### src/hdl/ctp_pkg.sv
package ctp_pkg;

    localparam int COORD_W            = 32;
    localparam int DIFF_W             = COORD_W + 1;
    localparam int TOL_W              = 16;
    localparam int FRACTION_BITS_DEF  = 16;
    localparam int SQ_W               = 2 * DIFF_W;       // squared side length
    localparam int DET_W              = 2 * DIFF_W + 1;   // cross product
    localparam int ROOT_W             = 34;               // side length
    localparam int SQRT_LAT           = ROOT_W;
    localparam int PROD_W             = DIFF_W + DIFF_W + 1;
    localparam int NUM_W              = 101;              // signed center numerator
    localparam int DEN_W              = DET_W;            // magnitude of 2 * det
    localparam int QUO_W              = 34;               // quotient bits before rounding
    localparam int DIV_LAT            = QUO_W + 2;
    localparam int QUEUE_DEPTH        = 2;

    typedef enum logic [1:0] {
        ST_OK    = 2'd0,
        ST_SIDES = 2'd1,
        ST_DET   = 2'd2
    } ctp_status_t;

    typedef struct packed {
        logic signed [COORD_W-1:0] x1;
        logic signed [COORD_W-1:0] y1;
        logic signed [DIFF_W-1:0]  bx;
        logic signed [DIFF_W-1:0]  by;
        logic signed [DIFF_W-1:0]  cx;
        logic signed [DIFF_W-1:0]  cy;
        logic [SQ_W-1:0]           bb;
        logic [SQ_W-1:0]           cc;
        logic signed [DET_W-1:0]   det;
    } ctp_geo_t;

    typedef struct packed {
        ctp_geo_t    geo;
        ctp_status_t status;
        logic        ccw;
    } ctp_item_t;

endpackage

### src/hdl/ctp_queue.sv
module ctp_queue (
    input  logic               clk,
    input  logic               rst_n,
    input  logic               push,
    input  ctp_pkg::ctp_item_t push_item,
    input  logic               pop,
    output ctp_pkg::ctp_item_t head,
    output logic               not_empty,
    output logic               full
);
    import ctp_pkg::*;

    localparam int PTR_W = (QUEUE_DEPTH > 1) ? $clog2(QUEUE_DEPTH) : 1;
    localparam int CNT_W = $clog2(QUEUE_DEPTH + 1);

    ctp_item_t        entry_reg [QUEUE_DEPTH];
    logic [PTR_W-1:0] wr_reg, rd_reg;
    logic [CNT_W-1:0] count_reg;
    logic             do_push, do_pop;

    assign do_push = push && (count_reg != CNT_W'(QUEUE_DEPTH));
    assign do_pop  = pop && (count_reg != '0);

    always_ff @(posedge clk)
    begin
        if (do_push)
        begin
            entry_reg[wr_reg] <= push_item;
        end
    end

    always_ff @(posedge clk or negedge rst_n)
    begin
        if (!rst_n)
        begin
            wr_reg    <= '0;
            rd_reg    <= '0;
            count_reg <= '0;
        end
        else
        begin
            if (do_push)
            begin
                wr_reg <= (wr_reg == PTR_W'(QUEUE_DEPTH - 1)) ? '0 : wr_reg + 1'b1;
            end
            if (do_pop)
            begin
                rd_reg <= (rd_reg == PTR_W'(QUEUE_DEPTH - 1)) ? '0 : rd_reg + 1'b1;
            end
            count_reg <= count_reg + CNT_W'(do_push) - CNT_W'(do_pop);
        end
    end

    assign head      = entry_reg[rd_reg];
    assign not_empty = count_reg != '0;
    assign full      = count_reg == CNT_W'(QUEUE_DEPTH);

endmodule

### config.mk
export PLATFORM = sky130hd
export DESIGN_NAME = ctp_queue
export DESIGN_NICKNAME = d
export VERILOG_FILES = /design/src/hdl/ctp_pkg.sv /design/src/hdl/ctp_queue.sv
export SDC_FILE = /design/constraint.sdc
export NUM_CORES = 1
export LEC_CHECK = 0
export BUFFER_PORTS_ARGS = -buffer_cell sky130_fd_sc_hd__buf_2
export CORE_AREA = 2 2 309 311
export DETAILED_ROUTE_END_ITERATION = 12
export DIE_AREA = 0 0 311 313
export GPL_TIMING_DRIVEN = 0
export PLACE_DENSITY = 0.61
export SYNTH_ARGS = -nofsm -noshare
export SYNTH_HDL_FRONTEND = slang
export SYNTH_SLANG_ARGS = --single-unit
### constraint.sdc
create_clock -name clk -period 19.36 [get_ports clk]
set_input_delay 1.936 -clock clk [delete_from_list [all_inputs] [get_ports clk]]
set_output_delay 1.936 -clock clk [all_outputs]
set_load 0.01 [all_outputs]
==> flow_metrics.env <==
export IMPL_skew_ps=31.7
export IMPL_avgSynthCellArea_um2=23.0
export IMPL_max_freq_mhz=216
export IMPL_worstSetupStartpointType="register"
export IMPL_root_buffer="clkbuf_16"
export IMPL_coreArea_um2=94200
export IMPL_clk_latency_ps=640
export IMPL_syn_to_final_growth_pct=30.1
export IMPL_synth_area_leaders="edfxtp_1, mux2_1, mux2_2"
export IMPL_ctsResizeCount=0
export IMPL_reg2reg_slack_ps=16220
export IMPL_finalHoldViolCount=0
export IMPL_grt_use_total_pct=13.4
export IMPL_avgRoutedWirePerCell_um=19.4
export IMPL_p_int_mw=4.01
export IMPL_irDropWorstVdd_v=0.000109
export IMPL_syn_instance_count=1256
export IMPL_startpoint="rd_reg$_DFFE_PN0P_"
export IMPL_p_leak_nw=13.9
export IMPL_worst_path_largest_cell_delay_ps=490
export IMPL_synth_most_common_cell="edfxtp_1"
export IMPL_max_slew_margin_pct=49.5
export IMPL_largest_reg_flops=796
export IMPL_crit_family="buffers and inverters"
export IMPL_fin_crit_ps=4640
export IMPL_fp_dieW_um=311
export IMPL_nNetsFinal=2565
export IMPL_dr_pass1_iters=4
export IMPL_cts_hold_buf=0
export IMPL_worstRegToRegCells=9
export IMPL_hpwlAfterDp_mm=50.0
export IMPL_finalSetupViolCount=0
export IMPL_tightest_slew_ps=756
export IMPL_cts_tree="built"
export IMPL_dr_first_iter_drc_count=799
export IMPL_totalWireLength_mm=67.8
export IMPL_crit_chain="buf_2 > buf_6 > buf_6 > mux2_1 > buf_2"
export IMPL_syn_cell_area_um2=28900
export IMPL_rsz0062_at_grt="no"
export IMPL_status="finished, final reports clean"
export IMPL_power_density_nw_per_um2=152
export IMPL_drv_cap=0
export IMPL_endpoint="head[360]"
export IMPL_drc_errors=0
export IMPL_reg2reg_to="entry_reg[0][258]$_DFFE_PP_"
export IMPL_synth_top_area_share_pct=82.6
export IMPL_wl_met2_mm=35.3
export IMPL_m1WireLength_mm=23.8
export IMPL_via_per_inst=4.31
export IMPL_cts_made_buffers=82
export IMPL_cp_end_kind="output pin"
export IMPL_dpl_cell_count=3342
export IMPL_routed_top_layer="met5"
export IMPL_cts_max_level=3
export IMPL_wl_met3_mm=6.44
export IMPL_postCtsSetupRepairBufs=0
export IMPL_fin_cells=3500
export IMPL_synth_warnings=0
export IMPL_fin_crit_sh_pct=24.0
export IMPL_synthFlopType="edfxtp_1"
export IMPL_clock_sinks=800
export IMPL_sw_frac_of_total_pct=29.8
export IMPL_ys_seq_area_share_pct=82.9
export IMPL_clk_path_buf_depth=3
export IMPL_antenna_left=0
export IMPL_gp_congestion=0.873
export IMPL_critPathBufInv=4
export IMPL_whs_ps=506
export IMPL_synth_cell_type_count=17
export IMPL_port_buffers=801
export IMPL_io_pins=802
export IMPL_slew_viol_final=0
export IMPL_comb_power_share_pct=30.3
export IMPL_synth_fp_nets=1660
export IMPL_cts_clk_slew_worst_paths_ps=60
export IMPL_required_ps=17420
export IMPL_gr_total_overflow=0
export IMPL_crit_path_top_delay_cell="mux2_1"
export IMPL_grt_pass1_vias=16200
export IMPL_die_h_um=313
export IMPL_seq_power_share_pct=42.6
export IMPL_synth_area_leader_cell="edfxtp_1"
export IMPL_crit_cells=5
export IMPL_design_die_area_um2=97300
export IMPL_antenna_found_initial=26
export IMPL_vias=15100
export IMPL_crit_type="reg -> out"
export IMPL_hold_path_class="reg -> reg"
export IMPL_p_switching_mw=1.70
export IMPL_initial_core_util_pct=30.7
export IMPL_arrival_ps=2700
export IMPL_tns_ps=0
export IMPL_row_count=113
export IMPL_postSynth_asyncResetShare_pct=0.500
export IMPL_reg2reg_from="count_reg[1]$_DFF_PN0_"
export IMPL_ys_seq_elements=800
export IMPL_drive_above_1_share_pct=53.0
export IMPL_synth_edff_count=796
export IMPL_grt_max_degree=67
export IMPL_clkPwrFrac_pct=27.1
export IMPL_synth_top_cells_by_count="edfxtp_1, mux2_1, mux2_2"
export IMPL_grt_pass1_wl_mm=98.0
export IMPL_path_max_fanout=10
-- worst reg2reg max path, delay by kind of cell, from the launching register on --
| family | cells | cell delay, ps |
|---|---|---|
| buffers and inverters | 6 | 1530 |
| AND/OR/NAND/NOR | 3 | 890 |
| flip-flops | 1 | 400 |
-- placed cells by master, fill, tap and decap left out, types with 2 or more instances in the layout --
master and count:
xnor2_1 3, dfrtp_1 4, buf_2 822, ha_1 2, clkinv_1 14, inv_6 4
buf_16 6, clkbuf_16 84, clkinv_4 2, buf_6 22, buf_12 14, bufinv_16 9
mux2_1 200, inv_1 2, edfxtp_1 796, diode_2 16, mux2_2 198, clkbuf_1 17
clkinv_2 9
-- kinds of logic (layout without fill, tap and decap cells) --
kind of cell	count (synthesis)	after routing	share of synthesized area, %
DFF	800	800	82.9
muxes	398	398	15.5
buffers and inverters	46	1009	1.27
other	0	16	0
adders and majority gates	2	2	0.0864
xor gates and xnor gates	4	4	0.121
and+or+nand+nor	6	6	0.112
-- layer usage --
metal,GRT usage (%),vias up
li1,-,6868
met5,0,-
met3,5.86,137
met1,13.6,7438
met2,23.8,626
met4,5.61,18
-- layout make-up --
class	count	area, µm²
multi-input combinational	410	4590
antenna	16	40.0
inverter	2	7.51
clock buffer	101	2170
clock inverter	41	468
buffer	44	360
fill	8559	56500
tap	1265	1580
sequential	800	24000
timing repair buffer	821	4450
-- per-stage QoR --
step                worst slack, ps  power, mW  utilization, %  instance area, µm²
global route                  14360       5.98            40.0               37700
finish                        14720       5.71            40.0               37700
detailed placement            14640       4.24            37.2               35000
global placement               1110       4.42            36.7               34500
floorplan                      6450       3.61               -               28900
CTS                           14350       5.81            40.0               37600
-- worst min path at each step --
stage / from / depth (start not counted) / to / slack, ps
after detailed placement: count_reg[1]$_DFF_PN0_ / 1 / count_reg[1]$_DFF_PN0_ / 510
after floorplan: count_reg[1]$_DFF_PN0_ / 1 / count_reg[1]$_DFF_PN0_ / 460
final: count_reg[1]$_DFF_PN0_ / 1 / count_reg[1]$_DFF_PN0_ / 510
after global routing: count_reg[1]$_DFF_PN0_ / 1 / count_reg[1]$_DFF_PN0_ / 560
after CTS: count_reg[1]$_DFF_PN0_ / 1 / count_reg[1]$_DFF_PN0_ / 520
after global placement: count_reg[1]$_DFF_PN0_ / 1 / count_reg[1]$_DFF_PN0_ / 480
-- power groups by stage --
stage	combinational [mW]	clock, mW	sequential (mW)
global route	1.86	1.66	2.47
CTS	1.78	1.60	2.44
finish	1.73	1.55	2.43
floorplan	0.977	0	2.63
global placement	1.67	0	2.75
detailed placement	1.77	0	2.47
Power figures use the tool's default switching activity.
